===== src/rtl/core/lsc_pkg.sv =====
// Shared types, constants and the arctangent table for the lidar point converter.
// No dependencies; used by every module under rtl/core.
package lsc_pkg;

    localparam int MAX_COLUMNS_DEF  = 2048;
    localparam int MAX_ROWS_DEF     = 128;
    localparam int CORDIC_STEPS_DEF = 20;

    localparam int ANGLE_W   = 32;
    localparam int RANGE_W   = 32;
    localparam int COORD_W   = 33;
    localparam int TRIG_W    = 32;   // clamped sine/cosine, Q2.30 in [-1, 1]
    localparam int CORD_W    = 34;   // CORDIC working width
    localparam int PROD_W    = COORD_W + TRIG_W;
    localparam int ADDR_W    = 5;
    localparam int DATA_W    = 32;
    localparam int COLS_W    = 12;
    localparam int ROWS_W    = 8;
    localparam int S_TDATA_W = 32;
    localparam int M_TDATA_W = 104;

    localparam logic signed [CORD_W-1:0] CORDIC_GAIN = 34'sd652032874;
    localparam logic signed [CORD_W-1:0] ONE_Q30     = 34'sd1073741824;

    // register indexes
    localparam logic [2:0] REG_H_START = 3'd0;
    localparam logic [2:0] REG_H_STEP  = 3'd1;
    localparam logic [2:0] REG_V_START = 3'd2;
    localparam logic [2:0] REG_V_STEP  = 3'd3;
    localparam logic [2:0] REG_COLS    = 3'd4;
    localparam logic [2:0] REG_ROWS    = 3'd5;
    localparam logic [2:0] REG_MIN_RNG = 3'd6;
    localparam logic [2:0] REG_MAX_RNG = 3'd7;

    typedef struct packed {
        logic [ANGLE_W-1:0] h_start;
        logic [ANGLE_W-1:0] h_step;
        logic [ANGLE_W-1:0] v_start;
        logic [ANGLE_W-1:0] v_step;
        logic [COLS_W-1:0]  cols;
        logic [ROWS_W-1:0]  rows;
        logic [RANGE_W-1:0] min_range;
        logic [RANGE_W-1:0] max_range;
    } cfg_t;

    typedef enum logic [1:0] {
        MUL_R_SV  = 2'd0,
        MUL_R_CV  = 2'd1,
        MUL_RC_CH = 2'd2,
        MUL_RC_SH = 2'd3
    } mul_op_t;

    typedef struct packed {
        logic    accept;
        logic    cordic_start;
        logic    mul_en;
        mul_op_t mul_op;
        logic    wr_pz;
        logic    wr_rc;
        logic    wr_px;
        logic    wr_py;
        logic    out_load;
    } cmd_t;

    typedef struct packed {
        logic cordic_done;
        logic out_free;
    } sts_t;

    // atan(2^-i) in turns scaled by 2^32
    function automatic logic [29:0] atan_lookup(input logic [4:0] idx);
        logic [29:0] v;
        case (idx)
            5'd0:  v = 30'd536870912;
            5'd1:  v = 30'd316933406;
            5'd2:  v = 30'd167458907;
            5'd3:  v = 30'd85004756;
            5'd4:  v = 30'd42667331;
            5'd5:  v = 30'd21354465;
            5'd6:  v = 30'd10679838;
            5'd7:  v = 30'd5340245;
            5'd8:  v = 30'd2670163;
            5'd9:  v = 30'd1335087;
            5'd10: v = 30'd667544;
            5'd11: v = 30'd333772;
            5'd12: v = 30'd166886;
            5'd13: v = 30'd83443;
            5'd14: v = 30'd41722;
            5'd15: v = 30'd20861;
            5'd16: v = 30'd10430;
            5'd17: v = 30'd5215;
            5'd18: v = 30'd2608;
            5'd19: v = 30'd1304;
            5'd20: v = 30'd652;
            5'd21: v = 30'd326;
            5'd22: v = 30'd163;
            5'd23: v = 30'd81;
            5'd24: v = 30'd41;
            5'd25: v = 30'd20;
            5'd26: v = 30'd10;
            5'd27: v = 30'd5;
            5'd28: v = 30'd3;
            5'd29: v = 30'd1;
            5'd30: v = 30'd1;
            default: v = 30'd0;
        endcase
        return v;
    endfunction

endpackage


===== src/rtl/core/lsc_ctrl.sv =====
// Controller FSM: sequences accept, CORDIC run, the four shared multiplies and
// the output load. Depends on lsc_pkg (cmd_t, sts_t, mul_op_t).
module lsc_ctrl (
    input  logic           aclk,
    input  logic           aresetn,
    input  logic           s_tvalid,
    output logic           s_tready,
    input  lsc_pkg::sts_t  sts,
    output lsc_pkg::cmd_t  cmd
);

    typedef enum logic [9:0] {
        ST_IDLE   = 10'b0000000001,
        ST_START  = 10'b0000000010,
        ST_CORDIC = 10'b0000000100,
        ST_MZ     = 10'b0000001000,
        ST_MC     = 10'b0000010000,
        ST_RC     = 10'b0000100000,
        ST_MX     = 10'b0001000000,
        ST_MY     = 10'b0010000000,
        ST_OUT    = 10'b0100000000,
        ST_LOAD   = 10'b1000000000
    } state_t;

    state_t state_reg, state_next;

    always_ff @(posedge aclk) begin
        if (!aresetn) begin
            state_reg <= ST_IDLE;
        end else begin
            state_reg <= state_next;
        end
    end

    assign s_tready = (state_reg == ST_IDLE);

    always_comb begin
        state_next = state_reg;
        cmd        = '0;
        cmd.mul_op = lsc_pkg::MUL_R_SV;
        unique case (state_reg)
            ST_IDLE: begin
                if (s_tvalid) begin
                    cmd.accept = 1'b1;
                    state_next = ST_START;
                end
            end
            ST_START: begin
                cmd.cordic_start = 1'b1;
                state_next       = ST_CORDIC;
            end
            ST_CORDIC: begin
                if (sts.cordic_done) state_next = ST_MZ;
            end
            ST_MZ: begin
                cmd.mul_en = 1'b1;
                cmd.mul_op = lsc_pkg::MUL_R_SV;
                state_next = ST_MC;
            end
            ST_MC: begin
                cmd.wr_pz  = 1'b1;
                cmd.mul_en = 1'b1;
                cmd.mul_op = lsc_pkg::MUL_R_CV;
                state_next = ST_RC;
            end
            ST_RC: begin
                cmd.wr_rc  = 1'b1;
                state_next = ST_MX;
            end
            ST_MX: begin
                cmd.mul_en = 1'b1;
                cmd.mul_op = lsc_pkg::MUL_RC_CH;
                state_next = ST_MY;
            end
            ST_MY: begin
                cmd.wr_px  = 1'b1;
                cmd.mul_en = 1'b1;
                cmd.mul_op = lsc_pkg::MUL_RC_SH;
                state_next = ST_OUT;
            end
            ST_OUT: begin
                // y is rounded into its register here; the output register takes it in ST_LOAD
                cmd.wr_py  = 1'b1;
                state_next = ST_LOAD;
            end
            ST_LOAD: begin
                // load the output once y has been rounded into its register and the output is free
                if (sts.out_free) begin
                    cmd.out_load = 1'b1;
                    state_next   = ST_IDLE;
                end
            end
            default: state_next = ST_IDLE;
        endcase
    end

endmodule


===== config.mk =====
export PLATFORM = sky130hd
export DESIGN_NAME = lsc_ctrl
export DESIGN_NICKNAME = d
export VERILOG_FILES = /design/src/rtl/core/lsc_pkg.sv /design/src/rtl/core/lsc_ctrl.sv
export SDC_FILE = /design/constraint.sdc
export NUM_CORES = 1
export LEC_CHECK = 0
export ABC_AREA = 1
export BUFFER_PORTS_ARGS = -buffer_cell sky130_fd_sc_hd__buf_4
export CAP_MARGIN = 10
export CORE_MARGIN = 2
export CORE_UTILIZATION = 30
export CTS_BUF_LIST = sky130_fd_sc_hd__clkbuf_4
export DETAILED_ROUTE_END_ITERATION = 10
export PLACE_DENSITY = 0.59
export SLEW_MARGIN = 10
export SYNTH_ARGS = -nofsm -noshare
export SYNTH_HDL_FRONTEND = slang
export SYNTH_SLANG_ARGS = --single-unit

===== constraint.sdc =====
create_clock -name aclk -period 1.95 [get_ports aclk]
set_clock_uncertainty 0.2 [all_clocks]
set_input_delay 0.39 -clock aclk [delete_from_list [all_inputs] [get_ports aclk]]
set_output_delay 0.39 -clock aclk [all_outputs]
set_load 0.01 [all_outputs]

==> results.json <==
{
  "drc": 0,
  "synth.top_cell.area_share": 0.296,
  "combPwrFrac": 0.515,
  "wl_met3_microns": 68,
  "synth.avg_cell_area_sq_um": 6.97,
  "rsz0062_at_grt": "true",
  "pwr-share-clk": 0.169,
  "synth_fp_nets": 102,
  "synth.area.top_cells": "dfxtp_1 30%, inv_1 12%, nor3_2 10%",
  "power.switching_w": 0.000352,
  "r2r-end": "state_reg[7]$_SDFFE_PN0P_",
  "met2_length_microns": 686,
  "cp-end-kind": "output pin",
  "synth_top_cell_by_area": "dfxtp_1",
  "m1WireLength_microns": 649,
  "rows": 17,
  "ys_ff_latch": 10,
  "place_hpwl_microns": 1100,
  "startpoint": "state_reg[2]$_SDFFE_PN0P_",
  "hp-start": "aresetn",
  "boundaryPins": 16,
  "reg2reg_from": "state_reg[2]$_SDFFE_PN0P_",
  "yosysUniqueCellTypes": 15,
  "vdd_drop_max_mv": 0.502,
  "endpoint": "cmd[7]",
  "die_x_microns": 51.5,
  "relSlewSlack": 0.742,
  "reg2regPathDepth": 7,
  "layout.nets": 128,
  "vias_per_cell": 4.46,
  "violations": "negative setup slack",
  "synthesis.area_sq_um": 676,
  "slew_violations": 0,
  "ys_seq_area_frac": 0.296,
  "cap_violations": 0,
  "setup_viol": 1,
  "gp_congestion": 0.787,
  "dpl_worst_slack_ps": 230,
  "start_util": 0.311,
  "powerDensity_nw_per_um2": 876,
  "hold_depth": 3,
  "status": "finished, violations left",
  "io_buffers": 15,
  "worstPathRequired_ps": 1360,
  "mostFrequentLayoutCells": "21 x inv_1, 21 x buf_4, 15 x nand2_1",
  "slowest_delay_ps": 340,
  "die_area_sq_um": 2650,
  "routedWlPerCell_microns": 9.77,
  "grtUsageTotal": 0.118,
  "critPathBufInv": 3,
  "fin_cells": 149,
  "tritoncts": "yes",
  "grt-ovfl-total": 0,
  "fin_ws_ps": -8.79,
  "cp_top_family": "simple AND/OR/NAND/NOR gates",
  "clk_pin_slew_ps": 60,
  "finalHoldViolCount": 0,
  "drt-initial-drc-count": 1,
  "internal-power_w": 0.000469,
  "cts_max_level": 1,
  "highest_layer": "met4",
  "clk_latency_ps": 270,
  "antenna_found_initial": 0,
  "worstSetupPathType": "flop to output pin",
  "die_h_microns": 51.5,
  "ys_warn_count": 0,
  "drt_pass1_iterations": 4,
  "critPathArrivalTime_ps": 1370,
  "worstPathMaxFanout": 4,
  "multiInputGateArea_sq_um": 425,
  "antenna_left": 0,
  "cts_buffers": 3,
  "clock-sinks": 10,
  "cts_root_buf": "clkbuf_4",
  "cp.depth": 8,
  "seqPwrFrac": 0.316,
  "r2r_setup_slack_ps": 450,
  "fin_crit_sh": 1.00,
  "place_inst": 140,
  "crit_slowest_cell": "dfxtp_2",
  "netlist_instances": 97,
  "clockBufferDepth": 2,
  "grt_pass1_vias": 609,
  "drive_gt1_frac": 0.537,
  "grt_pass1_wl_microns": 2340,
  "grt_max_degree": 9,
  "n_antenna_cell": 0,
  "min_path_type": "input port to flop",
  "p_leak_nw": 0.492,
  "path_cells": "nor2_4 -> nand2_2 -> inv_2 -> nand4_1 -> nand2_1 -> nor2_2 -> inv_1 -> buf_4",
  "largest_reg_flops": 10,
  "ff_latch_area_sq_um": 206,
  "fmax_mhz": 511,
  "area_growth_pct": 38.7,
  "critPathLaunchType": "flop",
  "switching_share": 0.429,
  "final.fill_count": 236,
  "wl_microns": 1460,
  "core_area_sq_um": 2170,
  "period_minus_slack_ps": 1960,
  "worstMarginPinSlew_ps": 387,
  "dr_total_vias": 665
}
cell usage after synthesis (all sizes together):
cell and n:
nor3 7, inv 24, a21oi 2, and2 2, nor2 21, dfxtp 10, nand3 10, nand4 1
nand2 20
per-layer routing:
| metal | GRT usage | up-vias |
|---|---|---|
| met3 | 0.00877 | 7 |
| met5 | 0 | - |
| met2 | 0.203 | 25 |
| met1 | 0.138 | 294 |
| met4 | 0.0789 | 0 |
| li1 | - | 339 |
stage by stage:
stage	setup TNS, ps	cell area (sq um)	utilization	power, W	hold slack, ps
after floorplan	0	676	-	0.000545	313
after global placement	0	823	0.379	0.000650	412
after detailed placement	0	823	0.379	0.000650	409
after CTS	0	881	0.406	0.000784	182
after global routing	-92.5	937	0.432	0.000881	178
final	-8.79	937	0.432	0.000821	171
layout make-up:
type,instances,area share
repair buffers,21,0.168
clock buffers,3,0.0240
well taps,28,0.0374
inverters,24,0.0961
flip-flops and latches,10,0.220
multi-input cells,63,0.454
worst min path at each step:
stage	to	slack (ps)
after global routing	state_reg[2]$_SDFFE_PN0P_	180
after CTS	state_reg[2]$_SDFFE_PN0P_	180
final	state_reg[2]$_SDFFE_PN0P_	170
after floorplan	state_reg[2]$_SDFFE_PN0P_	310
after detailed placement	state_reg[8]$_SDFFE_PN0P_	410
after global placement	state_reg[8]$_SDFFE_PN0P_	410
power groups by stage:
stage	logic, W	clock network (W)	registers, W
after floorplan	0.000291	0	0.000253
after global placement	0.000392	0	0.000257
after detailed placement	0.000393	0	0.000257
after CTS	0.000395	0.000137	0.000252
after global routing	0.000468	0.000151	0.000262
final	0.000423	0.000139	0.000259
cells by family (layout without fill, tap and decap cells):
kind of cell    Yosys count  after routing  share of synthesized area
simple gates             61             61                      0.556
buf+inv                  24             48                      0.133
flops                    10             10                      0.296
compound gates            2              2                     0.0148
repair_timing:
item | CTS | global route
setup buffers | 4 | 2
setup endpoints to repair | 2 | 6
gates resized for setup | 3 | 13
hold buffers | 0 | 0
pin swaps | 3 | 5
endpoints found under the hold margin | 0 | 0
tightest hold or removal path, cell delays in order:
cell	delay, ps
buf_4	120
nand2_1	60
a21oi_1	40
Note: power is estimated with default switching activity, not from simulation.
