==> src/rtl/core/lsc_pkg.sv <==
// Shared types, constants and the arctangent table for the lidar point converter.
// No dependencies; used by every module under rtl/core.
package lsc_pkg;

    localparam int MAX_COLUMNS_DEF  = 2048;
    localparam int MAX_ROWS_DEF     = 128;
    localparam int CORDIC_STEPS_DEF = 20;

    localparam int ANGLE_W   = 32;
    localparam int RANGE_W   = 32;
    localparam int COORD_W   = 33;
    localparam int TRIG_W    = 32;   // clamped sine/cosine, Q2.30 in [-1, 1]
    localparam int CORD_W    = 34;   // CORDIC working width
    localparam int PROD_W    = COORD_W + TRIG_W;
    localparam int ADDR_W    = 5;
    localparam int DATA_W    = 32;
    localparam int COLS_W    = 12;
    localparam int ROWS_W    = 8;
    localparam int S_TDATA_W = 32;
    localparam int M_TDATA_W = 104;

    localparam logic signed [CORD_W-1:0] CORDIC_GAIN = 34'sd652032874;
    localparam logic signed [CORD_W-1:0] ONE_Q30     = 34'sd1073741824;

    // register indexes
    localparam logic [2:0] REG_H_START = 3'd0;
    localparam logic [2:0] REG_H_STEP  = 3'd1;
    localparam logic [2:0] REG_V_START = 3'd2;
    localparam logic [2:0] REG_V_STEP  = 3'd3;
    localparam logic [2:0] REG_COLS    = 3'd4;
    localparam logic [2:0] REG_ROWS    = 3'd5;
    localparam logic [2:0] REG_MIN_RNG = 3'd6;
    localparam logic [2:0] REG_MAX_RNG = 3'd7;

    typedef struct packed {
        logic [ANGLE_W-1:0] h_start;
        logic [ANGLE_W-1:0] h_step;
        logic [ANGLE_W-1:0] v_start;
        logic [ANGLE_W-1:0] v_step;
        logic [COLS_W-1:0]  cols;
        logic [ROWS_W-1:0]  rows;
        logic [RANGE_W-1:0] min_range;
        logic [RANGE_W-1:0] max_range;
    } cfg_t;

    typedef enum logic [1:0] {
        MUL_R_SV  = 2'd0,
        MUL_R_CV  = 2'd1,
        MUL_RC_CH = 2'd2,
        MUL_RC_SH = 2'd3
    } mul_op_t;

    typedef struct packed {
        logic    accept;
        logic    cordic_start;
        logic    mul_en;
        mul_op_t mul_op;
        logic    wr_pz;
        logic    wr_rc;
        logic    wr_px;
        logic    wr_py;
        logic    out_load;
    } cmd_t;

    typedef struct packed {
        logic cordic_done;
        logic out_free;
    } sts_t;

    // atan(2^-i) in turns scaled by 2^32
    function automatic logic [29:0] atan_lookup(input logic [4:0] idx);
        logic [29:0] v;
        case (idx)
            5'd0:  v = 30'd536870912;
            5'd1:  v = 30'd316933406;
            5'd2:  v = 30'd167458907;
            5'd3:  v = 30'd85004756;
            5'd4:  v = 30'd42667331;
            5'd5:  v = 30'd21354465;
            5'd6:  v = 30'd10679838;
            5'd7:  v = 30'd5340245;
            5'd8:  v = 30'd2670163;
            5'd9:  v = 30'd1335087;
            5'd10: v = 30'd667544;
            5'd11: v = 30'd333772;
            5'd12: v = 30'd166886;
            5'd13: v = 30'd83443;
            5'd14: v = 30'd41722;
            5'd15: v = 30'd20861;
            5'd16: v = 30'd10430;
            5'd17: v = 30'd5215;
            5'd18: v = 30'd2608;
            5'd19: v = 30'd1304;
            5'd20: v = 30'd652;
            5'd21: v = 30'd326;
            5'd22: v = 30'd163;
            5'd23: v = 30'd81;
            5'd24: v = 30'd41;
            5'd25: v = 30'd20;
            5'd26: v = 30'd10;
            5'd27: v = 30'd5;
            5'd28: v = 30'd3;
            5'd29: v = 30'd1;
            5'd30: v = 30'd1;
            default: v = 30'd0;
        endcase
        return v;
    endfunction

endpackage

==> src/rtl/core/lsc_regs.sv <==
// APB-style configuration register file for the point converter.
// Depends on lsc_pkg (cfg_t, register indexes).
module lsc_regs (
    input  logic                        aclk,
    input  logic                        aresetn,
    input  logic                        psel,
    input  logic                        penable,
    input  logic                        pwrite,
    input  logic [lsc_pkg::ADDR_W-1:0]  paddr,
    input  logic [lsc_pkg::DATA_W-1:0]  pwdata,
    output logic [lsc_pkg::DATA_W-1:0]  prdata,
    output logic                        pready,
    output lsc_pkg::cfg_t               cfg
);

    lsc_pkg::cfg_t cfg_reg;
    logic [2:0]    idx;
    logic          wr_en;

    assign idx    = paddr[4:2];
    assign wr_en  = psel & penable & pwrite;
    assign pready = 1'b1;
    assign cfg    = cfg_reg;

    always_ff @(posedge aclk) begin
        if (!aresetn) begin
            cfg_reg.h_start   <= '0;
            cfg_reg.h_step    <= '0;
            cfg_reg.v_start   <= '0;
            cfg_reg.v_step    <= '0;
            cfg_reg.cols      <= lsc_pkg::COLS_W'(1);
            cfg_reg.rows      <= lsc_pkg::ROWS_W'(1);
            cfg_reg.min_range <= '0;
            cfg_reg.max_range <= '1;
        end else if (wr_en) begin
            unique case (idx)
                lsc_pkg::REG_H_START: cfg_reg.h_start   <= pwdata;
                lsc_pkg::REG_H_STEP:  cfg_reg.h_step    <= pwdata;
                lsc_pkg::REG_V_START: cfg_reg.v_start   <= pwdata;
                lsc_pkg::REG_V_STEP:  cfg_reg.v_step    <= pwdata;
                lsc_pkg::REG_COLS:    cfg_reg.cols      <= pwdata[lsc_pkg::COLS_W-1:0];
                lsc_pkg::REG_ROWS:    cfg_reg.rows      <= pwdata[lsc_pkg::ROWS_W-1:0];
                lsc_pkg::REG_MIN_RNG: cfg_reg.min_range <= pwdata;
                lsc_pkg::REG_MAX_RNG: cfg_reg.max_range <= pwdata;
                default: ;
            endcase
        end
    end

    always_comb begin
        unique case (idx)
            lsc_pkg::REG_H_START: prdata = cfg_reg.h_start;
            lsc_pkg::REG_H_STEP:  prdata = cfg_reg.h_step;
            lsc_pkg::REG_V_START: prdata = cfg_reg.v_start;
            lsc_pkg::REG_V_STEP:  prdata = cfg_reg.v_step;
            lsc_pkg::REG_COLS:    prdata = lsc_pkg::DATA_W'(cfg_reg.cols);
            lsc_pkg::REG_ROWS:    prdata = lsc_pkg::DATA_W'(cfg_reg.rows);
            lsc_pkg::REG_MIN_RNG: prdata = cfg_reg.min_range;
            lsc_pkg::REG_MAX_RNG: prdata = cfg_reg.max_range;
            default:              prdata = '0;
        endcase
    end

endmodule

==> config.mk <==
export PLATFORM = sky130hd
export DESIGN_NAME = lsc_regs
export DESIGN_NICKNAME = d
export VERILOG_FILES = /design/src/rtl/core/lsc_pkg.sv /design/src/rtl/core/lsc_regs.sv
export SDC_FILE = /design/constraint.sdc
export NUM_CORES = 1
export LEC_CHECK = 0
export BUFFER_PORTS_ARGS = -buffer_cell sky130_fd_sc_hd__buf_4
export CORE_MARGIN = 1
export CORE_UTILIZATION = 30
export CTS_CLUSTER_SIZE = 8
export DETAILED_ROUTE_END_ITERATION = 7
export GPL_TIMING_DRIVEN = 0
export PLACE_DENSITY = 0.51
export SYNTH_ARGS = -nofsm -noshare
export SYNTH_HDL_FRONTEND = slang
export SYNTH_SLANG_ARGS = --single-unit
==> constraint.sdc <==
create_clock -name aclk -period 3.2 [get_ports aclk]
set_input_delay 0.64 -clock aclk [delete_from_list [all_inputs] [get_ports aclk]]
set_output_delay 0.64 -clock aclk [all_outputs]
set_load 0.02 [all_outputs]
==> results by group, run 1 <==
Yosys
  – Mapped cell area: 9628 µm²
  – Top cell type's share of synthesized area: 0.4408
  – Distinct cells, synth: 34
  – Synthesized flop and latch total: 212
  – Mean area per synthesized cell: 7.911 µm²
  – Synth area leader: dfxtp_1
  – Ys Warns: 0
  – Sequential area share after synthesis: 0.4408
  – Cells after synthesis: 1217
  – Syn Nets: 1259
  – Top post-synthesis cells by area: dfxtp_1 44%, nand2_1 17%, a21boi_0 6.9%, a21boi_1 6.9%, mux2i_1 4.6%

Final layout
  – Fin cells: 1925
  – Final instance area: 13000 µm²
  – Seq. cell area: 4244 µm²
  – Share of post-route cells with drive strength above 1: 0.2516
  – Area occupied by multi-input gates: 4827 µm²
  – Max FFs per register: 212
  – Most frequent cells in the layout: 438 x nand2_1, 289 x buf_4, 212 x dfxtp_1
  – Leading cell type in the layout, fill and taps excluded: nand2_1
  – Final-layout fill cell count: 3329
  – Final net count: 1564
  – Layout Area Growth over Synthesis: 35.04%

STA
  – Clock skew: 0 ns
  – Final period util: 0.9698
  – Final Hold Viols: 0
  – Post-layout min period: 3.103 ns
  – Final WS setup: 0.09658 ns
  – Fin Hold WS: 0.3592 ns
  – Slew HR: 0.4150
  – F_max: 322.2 MHz
  – Worst-margin pin slew: 0.8757 ns
  – Max-slew violations: 0
  – RSZ-0062 raised after global routing: no
  – Setup violators final: 0

Clocking
  – Reg clk slew, reported paths: 0.05 ns
  – CTS tree: yes
  – Clk root buf: clkbuf_16
  – Clock Tree Buf Depth: 3
  – Clock latency on the worst-skew pair: 0.55 ns
  – CTS Sinks: 212
  – CTS Buf Count: 30
  – H-Tree Depth: 1
  – Post-CTS setup buffer count: 0

Floorplanning
  – Die ar.: 32810 µm²
  – I/O pin count: 287
  – Core area: 31560 µm²
  – Starting density of the core: 0.3051
  – Row count: 65
  – Die height: 181.1 µm
  – Die Wd: 181.1 µm

Setup path
  – WP buf/inv: 5
  – CP Launch Type: input port
  – Setup crit end kind: output pin
  – Critical path class: input port to output pin
  – Worst Path Required: 2.56 ns
  – Worst path max stage delay: 0.42 ns
  – Worst-path fanout max: 10
  – Cell Chain, Critical Path: buf_4 > buf_4 > buf_4 > buf_2 > o22ai_1 > a221oi_1 > buf_4
  – CP max stage cell: a221oi_1
  – Crit path max-delay family: buffers and inverters
  – Most frequent CP cell: buf_4
  – Critical Path AT: 2.46 ns
  – FF-to-FF setup slack: 2.41 ns

Route
  – DR WL/cell: 23.02 µm
  – Routed vias/inst: 5.139
  – Vias after detailed routing: 9892
  – DRT Pass-1 Iters: 5
  – Drt initial violations: 823
  – DRT Wirelength: 44.31 mm
  – DRT antenna net count: 0
  – DR DRC count: 0

Power and ir drop
  – Cell Pwr Density: 478.9 nW/µm²
  – Static Leak: 5.310 nW
  – Worst vdd ir: 0.3461 mV

Global route
  – Total track usage: 0.2659
  – Vias in the first global route: 9633
  – Initial antenna violation count: 2
  – Wire length of the first global-routing pass: 64.61 mm
  – Largest net degree at the start of global routing: 15
  – GRT overflow: 0

Flow run
  – Max-Cap Viols: 0

Place
  – Area after DPL: 12180 µm²
  – IO Port Bufs: 273
  – DP Wirelength: 31.70 mm
  – Post-Place Worst Slack: -0.2121 ns
  – Dpl cells: 1892
  – Placer Congestion: 0.8363

Outcome
  – Status: complete, no violations

Worst hold path
  – Worst hold path type: input port to register
==> cell families after synthesis <==
group           share of synthesized area
simple gates                       0.2265
mux                               0.05744
flops                              0.4408
buf+inv                           0.05809
compound gates                     0.2168
other cells                     0.0003895
==> final cells by class <==
| type | instances | area share |
|---|---|---|
| buffer | 108 | 0.04032 |
| sequential | 212 | 0.3264 |
| timing repair buffer | 273 | 0.1576 |
| antenna | 1 | 0.0001925 |
| inverter | 12 | 0.003465 |
| multi-input combinational | 885 | 0.3713 |
| clock inverter | 1 | 0.002310 |
| clock buffer | 31 | 0.05967 |
| tap | 402 | 0.03869 |
==> synth_stat cells, drive strengths merged <==
master,n
o221ai,2
nand4b,1
inv,12
mux2,2
mux4,4
nand2,438
a222oi,1
dfxtp,212
o21ai,41
or2,4
a31oi,11
o2bb2ai,26
a21boi,177
conb,1
mux2i,44
clkbuf,52
nor2,49
o22ai,5
nand2b,3
buf,56
and2b,1
a221oi,18
nand3,36
nand4,1
nor2b,5
and2,2
a21oi,8
or3,3
nor3,2
==> through the flow <==
| stage | setup TNS, ns | power [W] | utilization |
|---|---|---|---|
| floorplan | 0 | 0.003050 | - |
| global placement | -0.9282 | 0.003349 | 0.3860 |
| detailed placement | -0.9016 | 0.003349 | 0.3860 |
| CTS | 0 | 0.006253 | 0.4116 |
| global route | 0 | 0.006403 | 0.4119 |
| finish | 0 | 0.006226 | 0.4120 |
==> per-layer routing <==
layer	routed length (µm)	track usage
met1	19310	0.3435
met2	20010	0.4294
met3	3544	0.06531
met4	1434	0.09356
met5	10	0
==> worst paths after layout <==
kind | start | cells past startpoint | end
max | paddr[3] | 7 | prdata[28]
min | pwdata[27] | 3 | cfg[27]$_SDFFE_PN1P_
max reg2reg | cfg[83]$_SDFFE_PN0P_ | 2 | cfg[83]$_SDFFE_PN0P_
min reg2reg | cfg[184]$_SDFFE_PN0P_ | 2 | cfg[184]$_SDFFE_PN0P_
==> repair_timing <==
action                                  4_1_cts  5_1_grt
endpoints found under the setup margin        9       13
resized for setup                             1       15
hold buffers                                  0        0
cloned                                        0        0
endpoints found under the hold margin         0        0
==> report_power, final <==
part	switching, W	internal, W	total, W
combinational	0.000397	0.000216	0.000613
clock	0.00117	0.00176	0.00293
sequential	0.0000222	0.00267	0.00269
total	0.00159	0.00464	0.00623
==> worst register-to-register path, stage by stage (launching register included) <==
cell and delay, ns:
dfxtp_1 0.43, o21ai_0 0.11, a21boi_0 0.17
Note: power is estimated with default switching activity, not from simulation.
==> run 2, diff against run 1 <==
--- a/config.mk
+++ b/config.mk
@@ -5,13 +5,15 @@
 export SDC_FILE = /design/constraint.sdc
 export NUM_CORES = 1
 export LEC_CHECK = 0
-export BUFFER_PORTS_ARGS = -buffer_cell sky130_fd_sc_hd__buf_4
 export CORE_MARGIN = 1
 export CORE_UTILIZATION = 30
 export CTS_CLUSTER_SIZE = 8
 export DETAILED_ROUTE_END_ITERATION = 7
+export DONT_BUFFER_PORTS = 1
 export GPL_TIMING_DRIVEN = 0
-export PLACE_DENSITY = 0.51
+export PLACE_DENSITY = 0.44
+export RECOVER_POWER = 25
+export SETUP_SLACK_MARGIN = 0.5
 export SYNTH_ARGS = -nofsm -noshare
 export SYNTH_HDL_FRONTEND = slang
 export SYNTH_SLANG_ARGS = --single-unit
==> run 2 against run 1 <==
  * Sequential share of layout area is 5.0 points higher
  * Cell area decreased by 13%
  * Wire length rose by 1.9%
  * Critical path depth fell by 1
  * Setup slack improved by 0.22 ns
  * Combinational power is 17% lower
  * Power fell by 1.6%
  * Non-clock buffer count down 271
  * Critical endpoint is now prdata[11]
  * Utilization is 5.5 points lower
  * Via count down 9.7%
  * Clock skew stayed put
  * Sequential power hardly changed
==> results by group, run 2 (same netlist as run 1, synthesis figures left out) <==
STA
  – Final Hold Viols: 0
  – RSZ-0062 raised after global routing: yes
  – Final period util: 0.9010
  – Setup violators final: 0
  – Max-slew violations: 0
  – Worst-margin pin slew: 0.8891 ns
  – Post-layout min period: 2.883 ns
  – Final WS setup: 0.3170 ns
  – Slew HR: 0.4027
  – F_max: 346.9 MHz
  – Clock skew: 0 ns

Global route
  – Total track usage: 0.2717
  – Vias in the first global route: 8963
  – Initial antenna violation count: 1
  – Largest net degree at the start of global routing: 15
  – GRT overflow: 0
  – Wire length of the first global-routing pass: 64.96 mm

Setup path
  – Worst flop-to-flop path startpoint: cfg[71]$_SDFFE_PN0P_
  – Setup crit end kind: output pin
  – CP max stage cell: clkbuf_4
  – Worst r2r dst: cfg[71]$_SDFFE_PN0P_
  – WP buf/inv: 3
  – Worst Path Required: 2.56 ns
  – Worst path max stage delay: 0.38 ns
  – Crit path max-delay family: buffers and inverters
  – CP Launch Type: input port
  – Cell Chain, Critical Path: clkbuf_1 > or3_1 > clkbuf_1 > clkbuf_4 > nor2_1 > nor2_1
  – FF-to-FF setup slack: 2.21 ns
  – Critical path class: input port to output pin
  – Critical Path AT: 2.24 ns
  – Worst-path fanout max: 10
  – FF-to-FF path depth: 2

Power and ir drop
  – Overall power: 0.006127 W
  – P_sw: 0.001595 W
  – Static Leak: 3.905 nW
  – Cell Pwr Density: 543.8 nW/µm²
  – Seq pwr share: 0.443
  – Logic pwr share: 0.083
  – Fraction of power spent switching nets: 0.2603
  – Pint: 0.004533 W
  – Worst vdd ir: 0.3977 mV
  – Power share of the clock group: 0.474

Floorplanning
  – Die height: 181.1 µm
  – Die Wd: 181.1 µm
  – Starting density of the core: 0.3051
  – Row count: 65
  – I/O pin count: 287
  – Die ar.: 32810 µm²
  – Core area: 31560 µm²

Final layout
  – Most frequent cells in the layout: 438 x nand2_1, 212 x dfxtp_1, 131 x a21boi_0
  – Area occupied by multi-input gates: 5064 µm²
  – Fin cells: 1655
  – Layout Area Growth over Synthesis: 17.04%
  – Final-layout fill cell count: 3338
  – Ant. Diodes: 0
  – Final instance area: 11270 µm²
  – Final Core Density: 0.3571
  – Max FFs per register: 212
  – Leading cell type in the layout, fill and taps excluded: nand2_1
  – Final net count: 1293
  – Seq. cell area: 4244 µm²
  – Share of post-route cells with drive strength above 1: 0.1093

Place
  – Area after DPL: 10130 µm²
  – Post-Place Worst Slack: -0.4348 ns
  – Dpl cells: 1619
  – DP Wirelength: 31.17 mm
  – IO Port Bufs: 0
  – Placer Congestion: 0.8330

Route
  – DRT Pass-1 Iters: 6
  – DR WL/cell: 27.28 µm
  – DR DRC count: 0
  – DRT antenna net count: 0
  – Metal-1 WL: 19.04 mm
  – Vias after detailed routing: 8935
  – Top routing layer used: met5
  – DRT Wirelength: 45.15 mm
  – Routed vias/inst: 5.399
  – WL met2: 20.88 mm
  – Met3 WL: 4.134 mm
  – Drt initial violations: 579

Worst hold path
  – Hold Path Sink: cfg[20]$_SDFFE_PN1P_
  – Worst hold path type: input port to register
  – Hold path start: pwdata[20]
  – Hold Path Stages: 2

Clocking
  – Clk root buf: clkbuf_16
  – CTS Sinks: 212
  – Clock Tree Buf Depth: 3
  – Clock latency on the worst-skew pair: 0.54 ns
  – Reg clk slew, reported paths: 0.05 ns
  – CTS tree: yes
  – H-Tree Depth: 1
  – CTS Buf Count: 30

Outcome
  – Status: complete, no violations

Flow run
  – Max-Cap Viols: 0
-- run 2: how the worst max path moves through the flow --
| stage | cells after the start | end | startpoint | slack [ns] |
|---|---|---|---|---|
| final | 6 | prdata[11] | paddr[2] | 0.32 |
| after CTS | 6 | prdata[11] | paddr[4] | 0.48 |
| after global placement | 6 | prdata[8] | paddr[2] | -0.43 |
| after detailed placement | 6 | prdata[10] | paddr[2] | -0.43 |
| after floorplan | 6 | prdata[28] | paddr[2] | 0.59 |
| after global routing | 6 | prdata[11] | paddr[2] | 0.23 |
-- run 2: power groups by stage --
stage / clock [W] / combinational (W) / sequential [W]
after floorplan: 0 / 0.000290 / 0.00276
after global placement: 0 / 0.000458 / 0.00277
after detailed placement: 0 / 0.000459 / 0.00277
after CTS: 0.00295 / 0.000503 / 0.00272
after global routing: 0.00303 / 0.000535 / 0.00272
final: 0.00290 / 0.000509 / 0.00272
-- run 2: timing repair --
| action | CTS | global route |
|---|---|---|
| hold buffers | 0 | 0 |
| setup buffers | 2 | 0 |
| resized for setup | 84 | 16 |
| setup endpoints to repair | 32 | 20 |
| pin swaps | 3 | 2 |
-- run 2: stage by stage --
| stage | hold slack [ns] | setup TNS, ns |
|---|---|---|
| floorplan | 0.5406 | 0 |
| global placement | 0.5561 | -3.763 |
| global route | 0.2050 | 0 |
| finish | 0.2121 | 0 |
| detailed placement | 0.5601 | -3.815 |
| CTS | 0.1904 | 0 |
-- run 2: cell type report --
cell class,instances,share of cell area
tap,402,0.04464
buffer,108,0.05296
inverter,12,0.004330
clock buffer,34,0.07073
multi-input combinational,885,0.4494
sequential,212,0.3766
timing repair buffer,2,0.001332
-- run 2: worst reg2reg max path: stages (launching register included) --
cell	delay [ns]
dfxtp_1	0.53
o21ai_0	0.16
a21boi_0	0.22
-- run 2: per-layer routing --
metal	GRT usage	vias up
met4	0.07322	2
met3	0.08345	68
met2	0.4472	368
met5	0	-
met1	0.3420	4374
li1	-	4123
